## config.mk

```make
export PLATFORM = sky130hd
export DESIGN_NAME = json_syntax_validator_flat
export DESIGN_NICKNAME = d
export VERILOG_FILES = /design/src/hdl/jsv_pkg.sv /design/src/hdl/jsv_if.sv /design/src/hdl/jsv_front.sv /design/src/hdl/jsv_back.sv /design/src/hdl/json_syntax_validator.sv /design/src/flat_wrapper.sv
export SDC_FILE = /design/constraint.sdc
export NUM_CORES = 2
export LEC_CHECK = 0
export CAP_MARGIN = 20
export CORE_MARGIN = 3
export CORE_UTILIZATION = 33
export CTS_CLUSTER_SIZE = 30
export DETAILED_ROUTE_END_ITERATION = 8
export DONT_BUFFER_PORTS = 1
export PLACE_DENSITY = 0.45
export SLEW_MARGIN = 0
export SYNTH_ARGS = -nofsm -noshare
export SYNTH_HDL_FRONTEND = slang
export SYNTH_SLANG_ARGS = --single-unit
```

## constraint.sdc

```tcl
create_clock -name clock -period 94.9 [get_ports clock]
set_clock_uncertainty 0.05 [all_clocks]
set_input_delay 9.49 -clock clock [delete_from_list [all_inputs] [get_ports clock]]
set_output_delay 9.49 -clock clock [all_outputs]
set_load 0.1 [all_outputs]
```

## src/hdl/jsv_pkg.sv

```systemverilog
// ----------------------------------------------------------------------------
// jsv_pkg
// Types, codes and lookup functions shared by the JSON syntax validator.
// ----------------------------------------------------------------------------
package jsv_pkg;

   typedef enum logic [3:0] {
      LX_IDLE, LX_STR, LX_ESC, LX_HEX, LX_NULL, LX_TRUE, LX_FALSE,
      NM_MINUS, NM_ZERO, NM_INT, NM_DOT, NM_FRAC, NM_E, NM_ESIGN, NM_EXP
   } lex_type;

   typedef enum logic [2:0] {
      GR_VALUE, GR_VALUE_OR_CLOSE, GR_KEY_OR_CLOSE, GR_KEY, GR_COLON, GR_AFTER, GR_DONE
   } gr_type;

   localparam logic [2:0] ERR_NONE    = 3'd0;
   localparam logic [2:0] ERR_TOKEN   = 3'd1;
   localparam logic [2:0] ERR_ESCAPE  = 3'd2;
   localparam logic [2:0] ERR_NUMBER  = 3'd3;
   localparam logic [2:0] ERR_GRAMMAR = 3'd4;
   localparam logic [2:0] ERR_DEEP    = 3'd5;
   localparam logic [2:0] ERR_TRUNC   = 3'd6;

   localparam int          DEPTH_W         = 10;
   localparam int          OFFSET_W        = 24;
   localparam logic [9:0]  MAX_DEPTH_RESET = 10'd1000;

   // one character word plus its class flags
   typedef struct packed {
      logic [15:0] ch;
      logic        last;
      logic        is_ws;
      logic        is_digit;
      logic        is_hex;
   } item_type;

   typedef struct packed {
      logic                valid_res;
      logic [2:0]          error_code;
      logic [OFFSET_W-1:0] error_offset;
   } result_type;

   // expected character of a literal at index idx, zero past its end
   function automatic logic [15:0] lit_char(input lex_type kind, input logic [2:0] idx);
      logic [7:0] a;
      a = 8'h00;
      case (kind)
         LX_NULL: begin
            case (idx)
               3'd0: a = "n";
               3'd1: a = "u";
               3'd2: a = "l";
               3'd3: a = "l";
               default: a = 8'h00;
            endcase
         end
         LX_TRUE: begin
            case (idx)
               3'd0: a = "t";
               3'd1: a = "r";
               3'd2: a = "u";
               3'd3: a = "e";
               default: a = 8'h00;
            endcase
         end
         default: begin
            case (idx)
               3'd0: a = "f";
               3'd1: a = "a";
               3'd2: a = "l";
               3'd3: a = "s";
               3'd4: a = "e";
               default: a = 8'h00;
            endcase
         end
      endcase
      return {8'h00, a};
   endfunction

endpackage

```

## src/hdl/jsv_if.sv

```systemverilog
// ----------------------------------------------------------------------------
// jsv interfaces
// Valid/ready channels for characters, verdicts and the depth register.
// ----------------------------------------------------------------------------
interface jsv_req_if;
   logic        valid;
   logic        ready;
   logic [15:0] ch;
   logic        last;
   modport source (output valid, output ch, output last, input ready);
   modport sink (input valid, input ch, input last, output ready);
endinterface

interface jsv_rsp_if;
   logic        valid;
   logic        ready;
   logic        valid_res;
   logic [2:0]  error_code;
   logic [23:0] error_offset;
   modport source (output valid, output valid_res, output error_code,
                   output error_offset, input ready);
   modport sink (input valid, input valid_res, input error_code,
                 input error_offset, output ready);
endinterface

interface jsv_csr_if;
   logic       valid;
   logic       ready;
   logic [9:0] data;
   modport source (output valid, output data, input ready);
   modport sink (input valid, input data, output ready);
endinterface

```

## src/hdl/jsv_front.sv

```systemverilog
// ----------------------------------------------------------------------------
// jsv_front
// Accepts characters, classifies them and queues them for the back end.
// ----------------------------------------------------------------------------
module jsv_front
   import jsv_pkg::*;
(
   input  logic     clock,
   input  logic     reset,
   jsv_req_if.sink  req_bus,
   output logic     item_valid,
   output item_type item,
   input  logic     item_pop
);

   item_type   q_ff [2];
   logic       wptr_ff, wptr_in;
   logic       rptr_ff, rptr_in;
   logic [1:0] cnt_ff, cnt_in;
   item_type   cls;
   logic       push;

   always_comb begin
      cls.ch       = req_bus.ch;
      cls.last     = req_bus.last;
      cls.is_ws    = (req_bus.ch == 16'h0020) ||
                     (req_bus.ch >= 16'h0009 && req_bus.ch <= 16'h000D);
      cls.is_digit = req_bus.ch >= 16'h0030 && req_bus.ch <= 16'h0039;
      cls.is_hex   = cls.is_digit ||
                     (req_bus.ch >= 16'h0061 && req_bus.ch <= 16'h0066) ||
                     (req_bus.ch >= 16'h0041 && req_bus.ch <= 16'h0046);
   end

   assign req_bus.ready = cnt_ff != 2'd2;
   assign push          = req_bus.valid && req_bus.ready;
   assign item_valid    = cnt_ff != 2'd0;
   assign item          = q_ff[rptr_ff];

   always_comb begin
      wptr_in = push ? ~wptr_ff : wptr_ff;
      rptr_in = item_pop ? ~rptr_ff : rptr_ff;
      cnt_in  = cnt_ff + {1'b0, push} - {1'b0, item_pop};
   end

   always_ff @(posedge clock) begin
      if (reset) begin
         wptr_ff <= 1'b0;
         rptr_ff <= 1'b0;
         cnt_ff  <= 2'd0;
      end else begin
         wptr_ff <= wptr_in;
         rptr_ff <= rptr_in;
         cnt_ff  <= cnt_in;
      end
   end

   always_ff @(posedge clock) begin
      if (push) begin
         q_ff[wptr_ff] <= cls;
      end
   end

endmodule

```

## src/hdl/jsv_back.sv

```systemverilog
// ----------------------------------------------------------------------------
// jsv_back
// Lexer, grammar tracker, container stack and verdict register.
// ----------------------------------------------------------------------------
module jsv_back
   import jsv_pkg::*;
#(
   parameter int STACK_DEPTH   = 1024,
   parameter int POSITION_BITS = 24
)
(
   input  logic     clock,
   input  logic     reset,
   input  logic     item_valid,
   input  item_type item,
   output logic     item_pop,
   jsv_csr_if.sink  csr_bus,
   jsv_rsp_if.source rsp_bus
);

   localparam int LVL_W  = $clog2(STACK_DEPTH + 1);
   localparam int ADDR_W = (STACK_DEPTH > 1) ? $clog2(STACK_DEPTH) : 1;
   localparam logic [POSITION_BITS-1:0] POS_MAX = {POSITION_BITS{1'b1}};

   lex_type                  lex_ff, lex_in;
   gr_type                   gr_ff, gr_in;
   logic [LVL_W-1:0]         lvl_ff, lvl_in;
   logic [2:0]               sub_ff, sub_in;
   logic [2:0]               ferr_ff, ferr_in;
   logic [POSITION_BITS-1:0] epos_ff, epos_in;
   logic [POSITION_BITS-1:0] pos_ff, pos_in;
   logic                     top_ff, top_in;
   logic                     below_ff;
   logic [DEPTH_W-1:0]       max_depth_ff;
   result_type               res_ff, res_in;
   logic                     rsp_valid_ff, rsp_valid_in;
   logic                     stack_mem [STACK_DEPTH];
   logic                     push, push_kind, pop;
   logic [ADDR_W-1:0]        waddr, raddr;
   logic                     can_out, fire;

   assign can_out  = !rsp_valid_ff || rsp_bus.ready;
   assign fire     = item_valid && (!item.last || can_out);
   assign item_pop = fire;

   always_comb begin
      lex_type                  lx;
      gr_type                   gr;
      logic [LVL_W-1:0]         lvl;
      logic [2:0]               sub;
      logic [2:0]               ne;
      logic [POSITION_BITS-1:0] pnext;
      logic [7:0]               a;
      logic                     d, ex, taken, vpos, tok, vstart;

      lx = lex_ff; gr = gr_ff; lvl = lvl_ff; sub = sub_ff;
      ne = ERR_NONE; taken = 1'b0;
      push = 1'b0; push_kind = 1'b0; pop = 1'b0;
      a  = (item.ch[15:8] == 8'h00) ? item.ch[7:0] : 8'h00;
      d  = item.is_digit;
      ex = a == "e" || a == "E";
      vstart = a == "n" || a == "t" || a == "f" || a == "-" || d ||
               a == "\"" || a == "[" || a == "{";
      tok = vstart || a == "]" || a == "}" || a == "," || a == ":";
      vpos = 1'b0;
      pnext = (pos_ff < POS_MAX) ? pos_ff + 1'b1 : pos_ff;

      ferr_in = ferr_ff; epos_in = epos_ff;
      res_in = res_ff;

      if (ferr_ff == ERR_NONE) begin
         if (lx >= NM_MINUS) begin
            taken = 1'b1;
            case (lx)
               NM_MINUS: begin
                  if (a == "0") lx = NM_ZERO;
                  else if (d) lx = NM_INT;
                  else ne = ERR_NUMBER;
               end
               NM_ZERO, NM_INT: begin
                  if (d) begin
                     if (lx == NM_ZERO) ne = ERR_NUMBER;
                  end else if (a == ".") lx = NM_DOT;
                  else if (ex) lx = NM_E;
                  else taken = 1'b0;
               end
               NM_DOT: begin
                  if (d) lx = NM_FRAC;
                  else ne = ERR_NUMBER;
               end
               NM_FRAC: begin
                  if (d) taken = 1'b1;
                  else if (ex) lx = NM_E;
                  else taken = 1'b0;
               end
               NM_E: begin
                  if (a == "+" || a == "-") lx = NM_ESIGN;
                  else if (d) lx = NM_EXP;
                  else ne = ERR_NUMBER;
               end
               NM_ESIGN: begin
                  if (d) lx = NM_EXP;
                  else ne = ERR_NUMBER;
               end
               default: taken = d;
            endcase
            if (!taken) begin
               lx = LX_IDLE;
               gr = (lvl == '0) ? GR_DONE : GR_AFTER;
            end
         end
         if (!taken) begin
            case (lx)
               LX_IDLE: begin
                  vpos = gr == GR_VALUE || gr == GR_VALUE_OR_CLOSE;
                  if (item.is_ws) begin
                     if (gr == GR_DONE) ne = ERR_TRUNC;
                  end else if (gr == GR_DONE) begin
                     ne = ERR_TRUNC;
                  end else if ((gr == GR_VALUE_OR_CLOSE && a == "]") ||
                               (gr == GR_KEY_OR_CLOSE && a == "}")) begin
                     pop = 1'b1;
                  end else if (vpos && 32'(lvl) > 32'(max_depth_ff)) begin
                     ne = ERR_DEEP;
                  end else if (!tok) begin
                     ne = ERR_TOKEN;
                  end else begin
                     case (gr)
                        GR_VALUE, GR_VALUE_OR_CLOSE: begin
                           if (!vstart) ne = ERR_GRAMMAR;
                           else if (a == "[" || a == "{") begin
                              if (32'(lvl) >= STACK_DEPTH) ne = ERR_DEEP;
                              else begin
                                 push      = 1'b1;
                                 push_kind = a == "{";
                                 gr = push_kind ? GR_KEY_OR_CLOSE : GR_VALUE_OR_CLOSE;
                              end
                           end
                           else if (a == "\"") lx = LX_STR;
                           else if (a == "n") begin lx = LX_NULL; sub = 3'd1; end
                           else if (a == "t") begin lx = LX_TRUE; sub = 3'd1; end
                           else if (a == "f") begin lx = LX_FALSE; sub = 3'd1; end
                           else if (a == "-") lx = NM_MINUS;
                           else if (a == "0") lx = NM_ZERO;
                           else lx = NM_INT;
                        end
                        GR_KEY_OR_CLOSE, GR_KEY: begin
                           if (a == "\"") begin lx = LX_STR; gr = GR_COLON; end
                           else ne = ERR_GRAMMAR;
                        end
                        GR_COLON: begin
                           if (a == ":") gr = GR_VALUE;
                           else ne = ERR_GRAMMAR;
                        end
                        default: begin
                           if (a == ",") gr = top_ff ? GR_KEY : GR_VALUE;
                           else if ((a == "]" && !top_ff) || (a == "}" && top_ff)) pop = 1'b1;
                           else ne = ERR_GRAMMAR;
                        end
                     endcase
                  end
                  if (pop) begin
                     lvl = lvl - 1'b1;
                     gr  = (lvl == '0) ? GR_DONE : GR_AFTER;
                  end
                  if (push) lvl = lvl + 1'b1;
               end
               LX_STR: begin
                  if (a == "\\") lx = LX_ESC;
                  else if (a == "\"") begin
                     lx = LX_IDLE;
                     if (gr != GR_COLON) gr = (lvl == '0) ? GR_DONE : GR_AFTER;
                  end
               end
               LX_ESC: begin
                  if (a == "x") begin lx = LX_HEX; sub = 3'd2; end
                  else if (a == "u") begin lx = LX_HEX; sub = 3'd4; end
                  else if (a == "\\" || a == "/" || a == "b" || a == "f" || a == "n" ||
                           a == "r" || a == "t" || a == "v" || a == "\"") lx = LX_STR;
                  else ne = ERR_ESCAPE;
               end
               LX_HEX: begin
                  if (!item.is_hex) ne = ERR_ESCAPE;
                  else begin
                     if (sub != 3'd0) sub = sub - 3'd1;
                     if (sub == 3'd0) lx = LX_STR;
                  end
               end
               default: begin
                  if (sub > 3'd4 || item.ch != lit_char(lx, sub)) ne = ERR_TOKEN;
                  else begin
                     sub = sub + 3'd1;
                     if (sub > 3'd4 || lit_char(lx, sub) == 16'h0000) begin
                        lx  = LX_IDLE;
                        sub = 3'd0;
                        gr  = (lvl == '0) ? GR_DONE : GR_AFTER;
                     end
                  end
               end
            endcase
         end
         if (ne != ERR_NONE) begin
            ferr_in = ne;
            epos_in = pos_ff;
         end
      end

      if (item.last) begin
         if (ferr_in == ERR_NONE) begin
            if (lx == NM_ZERO || lx == NM_INT || lx == NM_FRAC || lx == NM_EXP) begin
               lx = LX_IDLE;
               gr = (lvl == '0) ? GR_DONE : GR_AFTER;
            end
            if (lx != LX_IDLE || gr != GR_DONE) begin
               ferr_in = ERR_TRUNC;
               epos_in = pnext;
            end
         end
         res_in.valid_res    = ferr_in == ERR_NONE;
         res_in.error_code   = ferr_in;
         res_in.error_offset = (ferr_in == ERR_NONE) ? '0 : OFFSET_W'(epos_in);
         lex_in = LX_IDLE; gr_in = GR_VALUE; lvl_in = '0; sub_in = 3'd0;
         ferr_in = ERR_NONE; epos_in = '0; pos_in = '0;
      end else begin
         lex_in = lx; gr_in = gr; lvl_in = lvl; sub_in = sub; pos_in = pnext;
      end

      if (!fire) begin
         lex_in = lex_ff; gr_in = gr_ff; lvl_in = lvl_ff; sub_in = sub_ff;
         ferr_in = ferr_ff; epos_in = epos_ff; pos_in = pos_ff;
         res_in = res_ff;
         push = 1'b0; pop = 1'b0;
      end
   end

   // top of stack held in a flop, the level below prefetched from memory
   always_comb begin
      top_in = top_ff;
      if (push) top_in = push_kind;
      else if (pop) top_in = below_ff;
      waddr = ADDR_W'(lvl_ff);
      raddr = ADDR_W'(lvl_in - LVL_W'(2));
      rsp_valid_in = rsp_valid_ff;
      if (fire && item.last) rsp_valid_in = 1'b1;
      else if (rsp_bus.ready) rsp_valid_in = 1'b0;
   end

   always_ff @(posedge clock) begin
      if (push) begin
         stack_mem[waddr] <= push_kind;
      end
      below_ff <= stack_mem[raddr];
   end

   always_ff @(posedge clock) begin
      if (reset) begin
         lex_ff       <= LX_IDLE;
         gr_ff        <= GR_VALUE;
         lvl_ff       <= '0;
         sub_ff       <= 3'd0;
         ferr_ff      <= ERR_NONE;
         epos_ff      <= '0;
         pos_ff       <= '0;
         top_ff       <= 1'b0;
         max_depth_ff <= MAX_DEPTH_RESET;
         rsp_valid_ff <= 1'b0;
      end else begin
         lex_ff       <= lex_in;
         gr_ff        <= gr_in;
         lvl_ff       <= lvl_in;
         sub_ff       <= sub_in;
         ferr_ff      <= ferr_in;
         epos_ff      <= epos_in;
         pos_ff       <= pos_in;
         top_ff       <= top_in;
         rsp_valid_ff <= rsp_valid_in;
         if (csr_bus.valid) max_depth_ff <= csr_bus.data;
      end
   end

   always_ff @(posedge clock) begin
      res_ff <= res_in;
   end

   assign csr_bus.ready        = 1'b1;
   assign rsp_bus.valid        = rsp_valid_ff;
   assign rsp_bus.valid_res    = res_ff.valid_res;
   assign rsp_bus.error_code   = res_ff.error_code;
   assign rsp_bus.error_offset = res_ff.error_offset;

endmodule

```

## src/hdl/json_syntax_validator.sv

```systemverilog
// JSON syntax validator: one 16-bit character word is taken per clock unless a
// word marked last is held back, and one verdict word (valid flag, error code,
// offset of the first error) is presented once the word marked last has passed
// the queue and the verdict register, or later when an earlier verdict is still
// waiting on the output. A two-entry queue parts the classifying front end from
// the lexer/grammar back end, and the verdict sits in an output register, so
// words not marked last keep flowing while a verdict waits; a word marked last
// is held in the queue until the output register is free.
// Open containers are kept on a one-bit-per-level stack in memory; the top kind
// lives in a flop and the level below it is prefetched each cycle, so closing
// brackets can follow one another at full rate. The user must write the depth
// limit register through the csr channel while the block is idle (not enforced).
// ----------------------------------------------------------------------------
// json_syntax_validator
// Top level: character front end, queue and validation back end.
// ----------------------------------------------------------------------------
module json_syntax_validator
   import jsv_pkg::*;
#(
   parameter int STACK_DEPTH   = 1024,
   parameter int POSITION_BITS = 24
)
(
   input  logic      clock,
   input  logic      reset,
   jsv_req_if.sink   req_bus,
   jsv_rsp_if.source rsp_bus,
   jsv_csr_if.sink   csr_bus
);

   logic     item_valid;
   item_type item;
   logic     item_pop;

   jsv_front u_front (
      .clock      (clock),
      .reset      (reset),
      .req_bus    (req_bus),
      .item_valid (item_valid),
      .item       (item),
      .item_pop   (item_pop)
   );

   jsv_back #(
      .STACK_DEPTH   (STACK_DEPTH),
      .POSITION_BITS (POSITION_BITS)
   ) u_back (
      .clock      (clock),
      .reset      (reset),
      .item_valid (item_valid),
      .item       (item),
      .item_pop   (item_pop),
      .csr_bus    (csr_bus),
      .rsp_bus    (rsp_bus)
   );

endmodule
```

## src/flat_wrapper.sv

```systemverilog
// flat-port wrapper written by rule: the top's interface ports become plain ports
module json_syntax_validator_flat import jsv_pkg::*;
#(
   parameter int STACK_DEPTH   = 1024,
   parameter int POSITION_BITS = 24
)
  (clock, reset, req_bus_valid, req_bus_ch, req_bus_last, req_bus_ready, rsp_bus_valid, rsp_bus_valid_res, rsp_bus_error_code, rsp_bus_error_offset, rsp_bus_ready, csr_bus_valid, csr_bus_data, csr_bus_ready);
  jsv_req_if req_bus_i ();
  jsv_rsp_if rsp_bus_i ();
  jsv_csr_if csr_bus_i ();
  input  logic clock;
  input  logic reset;
  input wire logic [$bits(req_bus_i.valid)-1:0] req_bus_valid;
  input wire logic [$bits(req_bus_i.ch)-1:0] req_bus_ch;
  input wire logic [$bits(req_bus_i.last)-1:0] req_bus_last;
  output wire logic [$bits(req_bus_i.ready)-1:0] req_bus_ready;
  output wire logic [$bits(rsp_bus_i.valid)-1:0] rsp_bus_valid;
  output wire logic [$bits(rsp_bus_i.valid_res)-1:0] rsp_bus_valid_res;
  output wire logic [$bits(rsp_bus_i.error_code)-1:0] rsp_bus_error_code;
  output wire logic [$bits(rsp_bus_i.error_offset)-1:0] rsp_bus_error_offset;
  input wire logic [$bits(rsp_bus_i.ready)-1:0] rsp_bus_ready;
  input wire logic [$bits(csr_bus_i.valid)-1:0] csr_bus_valid;
  input wire logic [$bits(csr_bus_i.data)-1:0] csr_bus_data;
  output wire logic [$bits(csr_bus_i.ready)-1:0] csr_bus_ready;
  assign req_bus_i.valid = req_bus_valid;
  assign req_bus_i.ch = req_bus_ch;
  assign req_bus_i.last = req_bus_last;
  assign req_bus_ready = req_bus_i.ready;
  assign rsp_bus_valid = rsp_bus_i.valid;
  assign rsp_bus_valid_res = rsp_bus_i.valid_res;
  assign rsp_bus_error_code = rsp_bus_i.error_code;
  assign rsp_bus_error_offset = rsp_bus_i.error_offset;
  assign rsp_bus_i.ready = rsp_bus_ready;
  assign csr_bus_i.valid = csr_bus_valid;
  assign csr_bus_i.data = csr_bus_data;
  assign csr_bus_ready = csr_bus_i.ready;
  json_syntax_validator #(.STACK_DEPTH(STACK_DEPTH), .POSITION_BITS(POSITION_BITS)) u_core (.clock(clock), .reset(reset), .req_bus(req_bus_i), .rsp_bus(rsp_bus_i), .csr_bus(csr_bus_i));
endmodule
```

==> flow_summary.json <==
{
  "cp_top_family": "compound AO/OA/AOI/OAI gates",
  "worst-path-buf-inv": 6,
  "die_y_um": 424,
  "synth-warning-count": 0,
  "detail_route.vias_per_cell": 5.57,
  "share_of_cells_above_drive_strength_1_pct": 8.70,
  "overflow": 0,
  "slowest_delay_ns": 0.71,
  "part_of_the_yosys_area_used_for_sequential_elements_pct": 60.0,
  "worst_skew_pair.late_latency_ns": 0.79,
  "synth_top_flop_cell": "edfxtp_1",
  "worstMarginPinSlew_ns": 1.17,
  "worst-setup-path-type": "input port to flop",
  "ff2ff_path_depth": 26,
  "whs_ns": 0.438,
  "grt_setup_unrepaired": "no",
  "crit_path_top_delay_cell": "a2111oi_0",
  "clkSinkCount": 1182,
  "core_region_area_um2": 173000,
  "cts_htree_levels": 4,
  "antenna_violating_nets_post_route": 0,
  "hold_path_depth": 2,
  "fin_cells": 7670,
  "critical-path-top-cell-by-count": "buf_4",
  "crit_path_max_fanout": 137,
  "cts-hold-fix-buffers": 0,
  "synth-edff-count": 1092,
  "postSynthNetCount": 5529,
  "clockRootBuffer": "clkbuf_16",
  "setup.worst_path.end_class": "flop",
  "slew_viol_final": 0,
  "crit_cells": 21,
  "ratio_of_final_minimum_period_to_clock_period_pct": 16.3,
  "max-slew-margin-rel_pct": 22.3,
  "total_power_mw": 1.34,
  "hp-class": "flop to flop",
  "finalSetupTns_ns": 0,
  "layout_min_cycle_time_ns": 15.51,
  "vias_in_the_first_global_route": 40843,
  "netlist-cell-type-count": 112,
  "dpl.cell_count": 7411,
  "gp_routability_congestion": 0.840,
  "cts.reportedPaths.clkPinSlew_ns": 0.06,
  "gr-usage-met1_pct": 31.7,
  "maxClockFrequency_mhz": 64.5,
  "ir_drop_uv": 18.8,
  "cts-buffers-inserted": 141,
  "regArea_um2": 34600,
  "ys_ff_latch": 1182,
  "floorplan.die.width_um": 424,
  "finalHoldViolCount": 0,
  "power_leakage_nw": 22.6,
  "cp_data_required_time_ns": 95.55,
  "synthArstFlopShare_pct": 0,
  "synthesis.area_per_instance_um2": 10.6,
  "power.density_cell_area_nw_per_um2": 20.8,
  "route.final.wire_length_mm": 205,
  "clock_tree_from_tritoncts": "built",
  "syn2layout_area_growth_pct": 11.4,
  "critical_path.reg2reg.endpoint": "u_core.u_back.below_ff",
  "worst_hold_startpoint": "u_core.u_back.epos_ff[0]",
  "detailedRoute.firstIterationViolations": 4283,
  "timing.rr.start": "u_core.u_back.lvl_ff[1]",
  "io_pins": 63,
  "dieArea_um2": 180000,
  "fillers": 17392,
  "post-route-drc-count": 0,
  "max-cap-violations": 0,
  "drt_pre_antenna_iters": 6,
  "routedWlPerCell_um": 26.7,
  "global_route.usage.met3_pct": 2.83,
  "grt_start_max_net_pins": 258,
  "std_cell_rows": 152,
  "num-nets-final": 5312,
  "synth_area_um2": 57700,
  "hold-path-endpoint": "u_core.u_back.epos_ff[0]",
  "half_perimeter_wire_length_after_placement_mm": 112,
  "outcome": "finished, final reports clean",
  "multi_input_area_um2": 21200,
  "vias": 42754,
  "antenna_found_initial": 4,
  "start_util_pct": 33.4,
  "grt_pass1_wl_mm": 297,
  "start_kind": "input port",
  "setup-violations-final": 0,
  "setup_buffers_after_cts": 0,
  "crit_chain": "nand2b_1 > o22ai_2 > buf_4 > inv_2 > nand2_1 > or4b_1 > a2111oi_0 > o21ai_1 > o211ai_4 > buf_4 > buf_4 > buf_12 > buf_4 > nand2_1 > a21oi_1 > a21oi_1 > mux4_2 > a2111oi_0 > o2111a_1 > a311oi_1 > a211oi_1",
  "port_bufs": 0,
  "post-route-util_pct": 37.2,
  "postCtsResizedCells": 0,
  "netlist_instances": 5464,
  "timing.reg2reg.setup_slack_ns": 85.11,
  "cp_data_arrival_time_ns": 16.15,
  "busiest_layer": "met2",
  "grtUsageMet2_pct": 35.9,
  "clk_path_buf_depth": 3,
  "grtUsageTotal_pct": 22.3
}
-- flip-flops by register name, summed over array words and instances (netlist names), 4 cells and up, named ones only --
register / cells
u_core.u_back.stack_mem: 1024
u_core.u_back.pos_ff: 24
u_core.u_back.max_depth_ff: 10
u_core.u_back.lvl_ff: 11
u_core.u_back.epos_ff: 24
u_core.u_back.rsp_bus.error_offset: 24
u_core.u_back.lex_ff: 4
u_core.u_front.q_ff: 40
-- worst min-delay path, delay by kind of cell (launching register included) --
kind | cells | cell delay (ns)
compound gates | 1 | 0.06
flops | 1 | 0.32
simple gates | 1 | 0.07
-- stage by stage --
| stage | setup WS (ns) | area (um2) |
|---|---|---|
| final | 79.39 | 64300 |
| after global routing | 79.03 | 64300 |
| after CTS | 79.48 | 64200 |
| after detailed placement | 78.70 | 59800 |
| after global placement | 78.70 | 59700 |
| after floorplan | 28.27 | 57700 |
-- cells by family (layout without fill, tap and decap cells) --
logic type / count (synthesis) / count (layout) / share of synthesized area (%)
compound gates: 663 / 663 / 8.28
xor+xnor: 34 / 34 / 0.542
fa+ha+maj: 33 / 33 / 0.716
buf+inv: 514 / 409 / 3.89
flops: 1182 / 1182 / 60.0
mux: 315 / 315 / 6.33
other cells: 1 / 2 / 0.00650
simple gates: 2722 / 2722 / 20.3
-- where the power goes --
part | total [mW] | internal [mW] | leakage (nW) | switching, mW
Clock | 0.531 | 0.302 | 2.16 | 0.230
Combinational | 0.204 | 0.0551 | 7.12 | 0.149
Sequential | 0.603 | 0.572 | 13.3 | 0.0311
Total | 1.34 | 0.929 | 22.6 | 0.409
-- worst max-delay path by stage --
stage	to	startpoint	slack, ns
2_1_floorplan	u_core.u_back.stack_mem[0]	u_core.u_front.q_ff[0][6]	28.27
5_1_grt	u_core.u_back.below_ff	rsp_bus_ready	79.03
3_5_place_dp	u_core.u_back.below_ff	rsp_bus_ready	78.70
3_3_place_gp	u_core.u_back.below_ff	rsp_bus_ready	78.70
6_report	u_core.u_back.below_ff	rsp_bus_ready	79.39
4_1_cts	u_core.u_back.below_ff	rsp_bus_ready	79.48
-- layout by cell type, fill, tap and decap left out, drive strengths merged, types with 23 or more instances in the layout --
cell	count
nor2	1205
edfxtp	1092
nand2	833
nand3	327
mux2i	267
clkbuf	179
a21oi	120
buf	117
and3	95
o21ai	91
dfxtp	90
a31oi	70
nor3	66
a2111oi	53
clkinv	51
inv	50
a22oi	44
mux4	38
nand4	33
ha	33
o31ai	33
o211ai	32
a211oi	26
a32oi	23
o311ai	23
and2	23
-- cell usage after synthesis, types with 35 or more instances --
master,count,share of area (%)
a2111oi_0,50,0.76
a21oi_1,118,1.0
a22oi_1,44,0.57
a31oi_1,69,0.75
and3_1,95,1.0
buf_2,98,0.85
buf_4,37,0.48
clkbuf_1,310,2.0
dfxtp_1,90,3.1
edfxtp_1,1092,57
inv_1,35,0.23
mux2i_1,265,4.6
mux4_2,38,1.5
nand2_1,831,5.4
nand3_1,327,2.8
nor2_1,1201,7.8
nor3_1,63,0.55
o21ai_0,75,0.65
-- final cells by class --
type	instances	share of cell area (%)
clock buffers	179	5.78
well taps	2310	4.50
diodes	1	0.00389
inverters	37	0.224
repair buffers	117	1.56
flip-flops and latches	1182	53.8
multi-input cells	3768	32.9
clock inverters	76	1.15
-- per-layer routing --
layer / up-vias / part of all wire (%)
met3: 260 / 5.7
met1: 21890 / 45
li1: 19190 / -
met5: - / 0
met4: 0 / 2.4
met2: 1414 / 47
Power figures use the tool's default switching activity.
